<file path="src/design/coapmp_pkg.sv">
// ----------------------------------------------------------------------------
// CoAP message parser package
// Types and codes shared by the CoAP byte parser: parse phases, event codes
// reported with each byte, and option kinds.
// ----------------------------------------------------------------------------
package coapmp_pkg;

    typedef enum logic [5:0] {
        PH_HEADER  = 6'b000001,
        PH_TOKEN   = 6'b000010,
        PH_OPTION  = 6'b000100,
        PH_EXT     = 6'b001000,
        PH_VALUE   = 6'b010000,
        PH_PAYLOAD = 6'b100000
    } phase_t;

    typedef logic [2:0] event_t;
    localparam event_t EV_NONE      = 3'd0;
    localparam event_t EV_HEADER    = 3'd1;
    localparam event_t EV_TOKEN     = 3'd2;
    localparam event_t EV_OPT_HEAD  = 3'd3;
    localparam event_t EV_OPT_VALUE = 3'd4;
    localparam event_t EV_PAYLOAD   = 3'd5;
    localparam event_t EV_END       = 3'd6;
    localparam event_t EV_TRUNC     = 3'd7;

    typedef logic [1:0] kind_t;
    localparam kind_t KIND_OTHER    = 2'd0;
    localparam kind_t KIND_LOCATION = 2'd1;
    localparam kind_t KIND_URI      = 2'd2;
    localparam kind_t KIND_OBSERVE  = 2'd3;

    localparam logic [7:0] OPT_NUM_OBSERVE  = 8'd6;
    localparam logic [7:0] OPT_NUM_LOCATION = 8'd8;
    localparam logic [7:0] OPT_NUM_URI      = 8'd11;

    localparam logic [7:0] PAYLOAD_MARKER = 8'hFF;
    localparam logic [3:0] LEN_EXT_BYTE   = 4'd13;

    // Flag bit positions in the found-flags summary.
    localparam int FLAG_LOCATION = 0;
    localparam int FLAG_URI      = 1;
    localparam int FLAG_OBSERVE  = 2;
    localparam int FLAG_PAYLOAD  = 3;

    function automatic kind_t kind_of(input logic [7:0] num);
        kind_t k;
        k = KIND_OTHER;
        if (num == OPT_NUM_LOCATION)
        begin
            k = KIND_LOCATION;
        end
        else if (num == OPT_NUM_URI)
        begin
            k = KIND_URI;
        end
        else if (num == OPT_NUM_OBSERVE)
        begin
            k = KIND_OBSERVE;
        end
        return k;
    endfunction

endpackage

</file>
<file path="src/design/coap_message_byte_parser.sv">
// ----------------------------------------------------------------------------
// CoAP message byte parser
// Parses one datagram byte per item: fixed header, token, options and
// payload, reporting the role of every byte and the header fields so far.
// ----------------------------------------------------------------------------
//
//  Channel | Direction | Handshake          | Payload
//  --------+-----------+--------------------+--------------------------------
//  in      | input     | in_valid/in_stall  | data_byte, last_byte
//  out     | output    | out_valid/out_stall| event_res, header fields,
//          |           |                    | option fields, data_out, flags
//
//  Every byte yields one result item in the cycle after it is accepted; a new
//  byte can be taken in every cycle without in_stall, set by the single state update.
//  Reset clears the parse state and empties the result register.
//  The input stalls only while a result is held and the output stalls.
//  A byte flagged as last returns the parse state to its reset value.
//
module coap_message_byte_parser #(
    parameter int MAX_PATH_SEGMENTS = 8
) (
    input  logic        clk,
    input  logic        rst_n,
    input  logic        in_valid,
    output logic        in_stall,
    input  logic [7:0]  data_byte,
    input  logic        last_byte,
    output logic        out_valid,
    input  logic        out_stall,
    output logic [2:0]  event_res,
    output logic [1:0]  msg_type,
    output logic [3:0]  token_length,
    output logic [2:0]  msg_class,
    output logic [4:0]  msg_detail,
    output logic [15:0] msg_id,
    output logic [7:0]  option_number,
    output logic [8:0]  option_length,
    output logic [1:0]  option_kind,
    output logic [7:0]  data_out,
    output logic [3:0]  segment_index,
    output logic [3:0]  found_flags
);
    import coapmp_pkg::*;

    localparam logic [3:0] SEG_MAX = 4'(MAX_PATH_SEGMENTS);

    // Parse state.
    phase_t      phase_reg,   phase_next;
    logic [1:0]  hpos_reg,    hpos_next;
    logic [29:0] header_reg,  header_next;
    logic [3:0]  tok_rem_reg, tok_rem_next;
    logic [7:0]  opt_sum_reg, opt_sum_next;
    logic [8:0]  val_rem_reg, val_rem_next;
    kind_t       kind_reg,    kind_next;
    logic [3:0]  seg_reg,     seg_next;
    logic [3:0]  flags_reg,   flags_next;

    // Result register.
    logic        out_valid_reg;
    event_t      event_reg,   event_next;
    logic [29:0] res_hdr_reg;
    logic [7:0]  res_sum_reg;
    logic [8:0]  res_len_reg;
    kind_t       res_kind_reg;
    logic [7:0]  res_data_reg, data_next;
    logic [3:0]  res_seg_reg;
    logic [3:0]  res_flags_reg;

    logic accept;
    logic marker;
    logic head_done;
    logic incomplete;
    logic [7:0] sum_add;

    assign in_stall = out_valid_reg && out_stall;
    assign accept   = in_valid && !in_stall;
    assign sum_add  = opt_sum_reg + {4'd0, data_byte[7:4]};

    always_comb
    begin
        phase_next   = phase_reg;
        hpos_next    = hpos_reg;
        header_next  = header_reg;
        tok_rem_next = tok_rem_reg;
        opt_sum_next = opt_sum_reg;
        val_rem_next = val_rem_reg;
        kind_next    = kind_reg;
        seg_next     = seg_reg;
        flags_next   = flags_reg;
        event_next   = EV_NONE;
        data_next    = 8'd0;
        marker       = 1'b0;
        head_done    = 1'b0;

        unique case (phase_reg)
            PH_HEADER:
            begin
                unique case (hpos_reg)
                    2'd0:    header_next = {data_byte[5:4], data_byte[3:0], 24'd0};
                    2'd1:    header_next[23:16] = data_byte;
                    2'd2:    header_next[15:8] = data_byte;
                    default:
                    begin
                        header_next[7:0] = data_byte;
                        event_next       = EV_HEADER;
                        tok_rem_next     = header_reg[27:24];
                        phase_next       = (header_reg[27:24] != 4'd0) ? PH_TOKEN
                                                                       : PH_OPTION;
                    end
                endcase
                hpos_next = hpos_reg + 2'd1;
            end
            PH_TOKEN:
            begin
                event_next   = EV_TOKEN;
                data_next    = data_byte;
                tok_rem_next = tok_rem_reg - 4'd1;
                if (tok_rem_reg == 4'd1)
                begin
                    phase_next = PH_OPTION;
                end
            end
            PH_OPTION:
            begin
                if (data_byte == PAYLOAD_MARKER)
                begin
                    flags_next[FLAG_PAYLOAD] = 1'b1;
                    phase_next = PH_PAYLOAD;
                    marker     = 1'b1;
                end
                else
                begin
                    opt_sum_next = sum_add;
                    kind_next    = kind_of(sum_add);
                    val_rem_next = {5'd0, data_byte[3:0]};
                    if (data_byte[3:0] == LEN_EXT_BYTE)
                    begin
                        phase_next = PH_EXT;
                    end
                    else
                    begin
                        head_done = 1'b1;
                    end
                end
            end
            PH_EXT:
            begin
                val_rem_next = 9'(LEN_EXT_BYTE) + {1'b0, data_byte};
                head_done    = 1'b1;
            end
            PH_VALUE:
            begin
                event_next   = EV_OPT_VALUE;
                data_next    = data_byte;
                val_rem_next = val_rem_reg - 9'd1;
                if (val_rem_reg == 9'd1)
                begin
                    phase_next = PH_OPTION;
                end
            end
            default:
            begin
                event_next = EV_PAYLOAD;
                data_next  = data_byte;
            end
        endcase

        // A complete option head updates the summary and picks the next phase.
        if (head_done)
        begin
            event_next = EV_OPT_HEAD;
            case (kind_next)
                KIND_LOCATION: flags_next[FLAG_LOCATION] = 1'b1;
                KIND_URI:      flags_next[FLAG_URI]      = 1'b1;
                KIND_OBSERVE:  flags_next[FLAG_OBSERVE]  = 1'b1;
                default:       flags_next = flags_reg;
            endcase
            if ((kind_next == KIND_LOCATION || kind_next == KIND_URI) && seg_reg < SEG_MAX)
            begin
                seg_next = seg_reg + 4'd1;
            end
            phase_next = (val_rem_next != 9'd0) ? PH_VALUE : PH_OPTION;
        end

        incomplete = (phase_next == PH_HEADER) || (phase_next == PH_TOKEN) ||
                     (phase_next == PH_EXT) || (phase_next == PH_VALUE) || marker;
        if (last_byte)
        begin
            event_next = incomplete ? EV_TRUNC : EV_END;
        end
    end

    always_ff @(posedge clk or negedge rst_n)
    begin
        if (!rst_n)
        begin
            phase_reg     <= PH_HEADER;
            hpos_reg      <= 2'd0;
            header_reg    <= 30'd0;
            tok_rem_reg   <= 4'd0;
            opt_sum_reg   <= 8'd0;
            val_rem_reg   <= 9'd0;
            kind_reg      <= KIND_OTHER;
            seg_reg       <= 4'd0;
            flags_reg     <= 4'd0;
            out_valid_reg <= 1'b0;
        end
        else
        begin
            if (accept)
            begin
                out_valid_reg <= 1'b1;
            end
            else if (!out_stall)
            begin
                out_valid_reg <= 1'b0;
            end

            if (accept)
            begin
                // The final byte of a datagram leaves the parser ready for the next one.
                if (last_byte)
                begin
                    phase_reg   <= PH_HEADER;
                    hpos_reg    <= 2'd0;
                    header_reg  <= 30'd0;
                    tok_rem_reg <= 4'd0;
                    opt_sum_reg <= 8'd0;
                    val_rem_reg <= 9'd0;
                    kind_reg    <= KIND_OTHER;
                    seg_reg     <= 4'd0;
                    flags_reg   <= 4'd0;
                end
                else
                begin
                    phase_reg   <= phase_next;
                    hpos_reg    <= hpos_next;
                    header_reg  <= header_next;
                    tok_rem_reg <= tok_rem_next;
                    opt_sum_reg <= opt_sum_next;
                    val_rem_reg <= val_rem_next;
                    kind_reg    <= kind_next;
                    seg_reg     <= seg_next;
                    flags_reg   <= flags_next;
                end
            end
        end
    end

    always_ff @(posedge clk)
    begin
        if (accept)
        begin
            event_reg     <= event_next;
            res_hdr_reg   <= header_next;
            res_sum_reg   <= opt_sum_next;
            res_len_reg   <= val_rem_next;
            res_kind_reg  <= kind_next;
            res_data_reg  <= data_next;
            res_seg_reg   <= seg_next;
            res_flags_reg <= flags_next;
        end
    end

    assign out_valid     = out_valid_reg;
    assign event_res     = event_reg;
    assign msg_type      = res_hdr_reg[29:28];
    assign token_length  = res_hdr_reg[27:24];
    assign msg_class     = res_hdr_reg[23:21];
    assign msg_detail    = res_hdr_reg[20:16];
    assign msg_id        = res_hdr_reg[15:0];
    assign option_number = res_sum_reg;
    assign option_length = res_len_reg;
    assign option_kind   = res_kind_reg;
    assign data_out      = res_data_reg;
    assign segment_index = res_seg_reg;
    assign found_flags   = res_flags_reg;

endmodule

</file>
<file path="config.mk">
export PLATFORM = sky130hd
export DESIGN_NAME = coap_message_byte_parser
export DESIGN_NICKNAME = d
export VERILOG_FILES = /design/src/design/coapmp_pkg.sv /design/src/design/coap_message_byte_parser.sv
export SDC_FILE = /design/constraint.sdc
export NUM_CORES = 1
export LEC_CHECK = 0
export ABC_AREA = 1
export BUFFER_PORTS_ARGS = -buffer_cell sky130_fd_sc_hd__buf_2
export CAP_MARGIN = 0
export CORE_MARGIN = 4
export CORE_UTILIZATION = 50
export DETAILED_ROUTE_END_ITERATION = 8
export PLACE_DENSITY = 0.7
export SETUP_SLACK_MARGIN = 0.4
export SKIP_LAST_GASP = 1
export SLEW_MARGIN = 20
export SYNTH_ARGS = -nofsm -noshare
export SYNTH_HDL_FRONTEND = slang
export SYNTH_SLANG_ARGS = --single-unit
</file>
<file path="constraint.sdc">
create_clock -name clk -period 4 [get_ports clk]
set_clock_uncertainty 0.05 [all_clocks]
set_input_delay 0.8 -clock clk [delete_from_list [all_inputs] [get_ports clk]]
set_output_delay 0.8 -clock clk [all_outputs]
set_load 0.01 [all_outputs]
</file>
==> key figures, run 1 <==
CTS
  • CTS Root Cell: clkbuf_16
  • CTS Hold Bufs: 0
  • Clk slew on worst S/H paths: 0.06 ns
  • Cts bufs inserted: 17
  • # H-tree levels: 4
  • Max Buffers Root-to-Sink: 2
  • # Post-CTS Setup Buffers: 0
  • Clk_lat worst skew: 0.42 ns
  • CTS tree: yes
  • Resized Gates After CTS: 0
  • # clock sinks: 138

Worst setup path
  • Slowest CP cell: fa_1
  • Req. time, crit path: 4.29 ns
  • Buffer and inverter count on the worst path: 2
  • Crit path max fanout: 4
  • WS Path Type: primary input to flop
  • Crit path max-delay family: adder cells
  • CP Cell Sequence: buf_2 > ha_1 > fa_1 > a21oi_1 > o21ai_0 > xor2_1 > nor2_1 > nand3_1 > nand3_1 > nand2_1 > ha_1 > inv_1 > nand3b_2 > nor2_1 > xor2_1 > nand2_1 > o21ai_1
  • CP arrival: 3.60 ns
  • Largest stage delay on the critical path: 0.41 ns
  • CP startpoint kind: primary input
  • Crit. End Element: flop

Detailed routing
  • DRC violations left: 0
  • Number of iterations in the first detailed-routing pass: 7
  • Post-Route WL: 16200 microns
  • Per-cell routed wire length: 16.3 microns
  • Vias post-DR: 5476
  • Vias/cell: 5.51
  • Final ANT Viol Nets: 0
  • First DRT Iteration DRCs: 589

Timing
  • Final setup margin: 0.688 ns
  • Slew @ Worst Pin: 0.929 ns
  • Fmax: 302 MHz
  • Fin crit share: 0.828
  • # setup viols final: 0
  • Hold Fails Final Rpt: 0
  • WHS: 0.432 ns
  • RSZ-0062 raised after global routing: no
  • Crit path time final: 3.31 ns
  • Setup tns final: 0 ns
  • Headroom to the max-slew limit: 0.381
  • Fin. max-slew vios: 0

Floorplanning
  • Die X: 124 microns
  • Total Die Area: 15400 sq um
  • Die Y: 124 microns
  • # IOs: 83
  • Initial core utilization: 0.510
  • Core area: 13200 sq um
  • Row count: 42

Final layout
  • Filler Cells Inserted: 1090
  • # nets final: 837
  • Finished Layout Cells: 994
  • Layout cell share with drive strength beyond 1: 0.187
  • # diodes: 0
  • Area growth, synth to finish: 18.6%

Job
  • Max Cap Viol: 0

Yosys
  • Most used DFF post-synth: dfrtp_1
  • Post-Syn Area: 6760 sq um
  • Synth warn: 0
  • #FFs+latches synth: 138
  • Largest area contributor in the netlist: edfxtp_1
  • Seq/Total Area, Yosys: 0.561
  • Count leader, synth: nand2_1
  • Ys async rst share: 0.507
  • Post-synth EDFFs: 68
  • Mapped Nets: 747
  • Synth area leaders: edfxtp_1, dfrtp_1, nand2_1
  • Syn_area_per_cell: 9.45 sq um
  • Synth cell count leaders: nand2_1, inv_1, dfrtp_1
  • Post-synthesis instance total: 715
  • Top cell type's share of synthesized area: 0.302
  • Synth cell types: 40

Placement
  • DP Wirelength: 11000 microns
  • IO buf count: 82
  • DP Worst Slack: 0.283 ns
  • Placed Cells: 962
  • GPL Wtd Cong: 0.908

GRT
  • Initial antenna violation count: 0
  • Largest net degree at the start of global routing: 100
  • Total GRT Usage: 0.214
  • GRT overflow: 0
  • First-pass GRT wire length: 26800 microns
  • Vias in the first global route: 5356

Power
  • Static leakage: 3.84 nW
  • Peak VDD IR: 0.276 mV
  • Tot Pwr: 4.63 mW
  • Cell Pwr Density: 578 nW/um^2

Hold path
  • Path category of the worst min-delay check: flop to flop

Outcome
  • Status: finished clean
## metrics by stage
stage	area, sq um	util
global placement	7390	0.558
floorplan	6760	-
CTS	8010	0.605
finish	8010	0.605
detailed placement	7390	0.558
global route	8010	0.605
## final timing paths
| path | to | from | cells after the start | slack [ns] |
|---|---|---|---|---|
| max in group asynchronous | opt_sum_reg[6]$_DFFE_PN0P_ | rst_n | 2 | 2.45 |
| setup / recovery | seg_reg[2]$_DFFE_PN0P_ | data_byte[4] | 17 | 0.69 |
| min in group asynchronous | header_reg[11]$_DFFE_PN0P_ | rst_n | 1 | 0.47 |
| hold / removal | kind_reg[0]$_DFFE_PN0P_ | kind_reg[0]$_DFFE_PN0P_ | 2 | 0.43 |
| setup reg to reg | seg_reg[2]$_DFFE_PN0P_ | opt_sum_reg[0]$_DFFE_PN0P_ | 16 | 0.77 |
| hold reg to reg | kind_reg[0]$_DFFE_PN0P_ | kind_reg[0]$_DFFE_PN0P_ | 2 | 0.43 |
## cell families (layout without fill, tap and decap cells)
| family | Yosys count | count (layout) | synth area share |
|---|---|---|---|
| AND/OR/NAND/NOR | 276 | 276 | 0.185 |
| AO/OA/AOI/OAI | 151 | 151 | 0.135 |
| flip-flops | 138 | 138 | 0.561 |
| buffers and inverters | 120 | 223 | 0.0679 |
| adder cells (fa/ha/maj) | 19 | 19 | 0.0363 |
| XOR/XNOR | 11 | 11 | 0.0143 |
## layout by cell type (no fill, tap or decap), types with 5 or more instances in the layout
cell type    n
clkbuf_16   17
inv_2        6
nand2_1    135
xor2_1       8
dfrtp_1     69
edfxtp_1    68
ha_1        18
inv_1       95
nor3_1       8
nor2_1      56
nor2_4       5
nand3_1     42
buf_2       82
o21ai_1      9
o22ai_1     26
buf_4        6
nand4_1      7
a22o_1      25
o21ai_0     47
nand3_2      5
a21oi_1     32
nor2_2      10
## final cells by class
cell class / instances / area, sq um / area share
Clock buffer: 19 / 433 / 0.0540
Clock inverter: 13 / 193 / 0.0240
Inverter: 102 / 383 / 0.0478
Tap cell: 176 / 220 / 0.0275
Sequential cell: 138 / 3790 / 0.474
Timing Repair Buffer: 89 / 475 / 0.0593
Multi-Input combinational cell: 457 / 2510 / 0.314
## worst register-to-register path, delay by kind of cell (launching register included)
kind / cells / cell delay (ns)
AOI/OAI and AO/OA: 3 / 0.40
xor gates and xnor gates: 2 / 0.37
adders and majority gates: 3 / 0.95
buffers and inverters: 1 / 0.10
DFF: 1 / 0.43
and+or+nand+nor: 7 / 0.86
## metal layers
metal | vias to the layer above | track usage | wire [microns]
li1 | 2612 | - | -
met1 | 2618 | 0.287 | 7340
met2 | 204 | 0.334 | 7470
met3 | 42 | 0.0523 | 915
met4 | 0 | 0.0883 | 497
met5 | - | 0 | 0
## report_power, final
group	internal (mW)	leakage [nW]	switching (mW)	total [mW]
Sequential	1.73	1.63	0.0907	1.82
Clock	1.05	0.299	0.616	1.67
Combinational	0.353	1.91	0.793	1.15
Total	3.13	3.84	1.50	4.63
(Power assumes the default switching activity.)
==> inputs of run 2 (changes only) <==
==> constraint.sdc (replaced) <==
create_clock -name clk -period 3.2 [get_ports clk]
set_clock_uncertainty 0.05 [all_clocks]
set_input_delay 0.64 -clock clk [delete_from_list [all_inputs] [get_ports clk]]
set_output_delay 0.64 -clock clk [all_outputs]
set_load 0.01 [all_outputs]
==> key figures, run 2 (synthesis results as in run 1) <==
Outcome
  • Status: finished clean

Detailed routing
  • Vias post-DR: 5493
  • Vias/cell: 5.44
  • DRC violations left: 0
  • First DRT Iteration DRCs: 522
  • Number of iterations in the first detailed-routing pass: 5
  • Final ANT Viol Nets: 0
  • Per-cell routed wire length: 16.6 microns
  • Post-Route WL: 16800 microns

Placement
  • GPL Wtd Cong: 0.863
  • DP Worst Slack: -0.102 ns
  • DP Wirelength: 11300 microns
  • IO buf count: 82

Timing
  • Slew @ Worst Pin: 0.936 ns
  • Fin. max-slew vios: 0
  • Headroom to the max-slew limit: 0.376
  • Final setup margin: 0.257 ns
  • Fin crit share: 0.920
  • Crit path time final: 2.94 ns
  • Hold Fails Final Rpt: 0
  • # setup viols final: 0
  • Fmax: 340 MHz
  • RSZ-0062 raised after global routing: yes

Floorplanning
  • Initial core utilization: 0.510
  • Core area: 13200 sq um
  • Total Die Area: 15400 sq um
  • Row count: 42
  • # IOs: 83
  • Die X: 124 microns
  • Die Y: 124 microns

GRT
  • Initial antenna violation count: 0
  • Largest net degree at the start of global routing: 100
  • Vias in the first global route: 5293
  • Total GRT Usage: 0.224
  • GRT overflow: 0
  • First-pass GRT wire length: 27600 microns

CTS
  • # H-tree levels: 4
  • Clk_lat worst skew: 0.43 ns
  • # clock sinks: 138
  • Clk slew on worst S/H paths: 0.06 ns
  • CTS tree: yes
  • CTS Root Cell: clkbuf_16
  • CTS Hold Bufs: 0
  • Cts bufs inserted: 17
  • Max Buffers Root-to-Sink: 2

Worst setup path
  • Req. time, crit path: 3.50 ns
  • Critical R2R Launch: opt_sum_reg[0]$_DFFE_PN0P_
  • Worst r2r path cells: 17
  • Reg2reg end: seg_reg[2]$_DFFE_PN0P_
  • WS Path Type: flop to flop
  • Flop-to-flop setup slack: 0.26 ns
  • CP startpoint kind: flop
  • Crit path max fanout: 4
  • Crit. End Element: flop
  • CP arrival: 3.24 ns

Power
  • Static leakage: 3.92 nW
  • Cell Pwr Density: 684 nW/um^2
  • Tot Pwr: 5.57 mW
  • Peak VDD IR: 0.331 mV

Final layout
  • Commonest cells after routing, fill and taps aside: nand2_1, inv_1, buf_2
  • # nets final: 853
  • # diodes: 0
  • Most common cell after layout, fill and taps aside: nand2_1
  • Area growth, synth to finish: 20.5%
  • Layout cell share with drive strength beyond 1: 0.218

Hold path
  • Path category of the worst min-delay check: primary input to asynchronous set/reset pin

Job
  • Max Cap Viol: 0
==> run 2: changes by cell type in the layout (fill, tap and decap cells not counted), moves of 2 or more <==
cell	previous run	this run
ha_1	18	16
bufinv_16	4	1
buf_4	6	22
o21ai_2	0	2
clkinvlp_4	2	5
a21oi_2	0	3
a21oi_1	32	29
ha_4	0	2
==> run 2: repair_timing <==
item,in CTS,in global routing
pin swaps,12,3
resized for setup,2,3
setup buffers,5,1
endpoints found under the setup margin,8,13
endpoints found under the hold margin,0,0
==> run 2: how the worst max path moves through the flow <==
stage,from,to,depth (start not counted)
final,opt_sum_reg[0]$_DFFE_PN0P_,seg_reg[2]$_DFFE_PN0P_,17
after global routing,opt_sum_reg[0]$_DFFE_PN0P_,seg_reg[2]$_DFFE_PN0P_,16
after CTS,opt_sum_reg[0]$_DFFE_PN0P_,seg_reg[2]$_DFFE_PN0P_,17
after detailed placement,data_byte[4],seg_reg[2]$_DFFE_PN0P_,18
after global placement,data_byte[4],seg_reg[2]$_DFFE_PN0P_,18
after floorplan,data_byte[4],seg_reg[2]$_DFFE_PN0P_,17
==> run 2: cell type report <==
cell class                      instances  area (sq um)
Fill cell                            1180          5100
Clock buffer                           19           433
Tap cell                              176           220
Timing Repair Buffer                  105           596
Sequential cell                       138          3790
Clock inverter                         13           120
Inverter                              102           383
Multi-Input combinational cell        457          2600
==> run 2: metrics by stage <==
| step | instance area, sq um | utilization | cells | hold WS [ns] | TNS (ns) |
|---|---|---|---|---|---|
| 6_report | 8150 | 0.615 | 1010 | 0.381 | 0 |
| 4_1_cts | 8120 | 0.613 | 1009 | 0.396 | 0 |
| 5_1_grt | 8150 | 0.615 | 1010 | 0.420 | 0 |
| 2_1_floorplan | 6820 | - | 715 | 0.294 | 0 |
| 3_3_place_gp | 7520 | 0.568 | 972 | 0.413 | 0 |
| 3_5_place_dp | 7520 | 0.568 | 972 | 0.441 | -0.287 |
==> run 2: routing by layer <==
layer	track usage	up-vias	wire (microns)
met2	0.360	191	8170
met5	0	-	0
met3	0.0493	21	1020
met1	0.301	2635	7300
met4	0.0799	0	282
li1	-	2646	-
==> run 2: critical path: stages, from the launching register on <==
cell,delay [ns]
dfrtp_1,0.41
ha_4,0.18
fa_2,0.39
a21oi_2,0.15
o21ai_2,0.08
nand3_1,0.08
xor2_1,0.20
nor2_1,0.10
nand3_1,0.12
nand2_1,0.07
o21ai_2,0.13
ha_1,0.26
inv_2,0.09
nand3b_4,0.12
nor2_4,0.10
xor2_1,0.17
nand2_1,0.06
o21ai_1,0.08
==> run 2: report_power, final <==
group	switching (mW)	internal, mW	leakage [nW]
sequential	0.115	2.16	1.63
clock	0.765	1.07	0.254
combinational	1.01	0.454	2.03
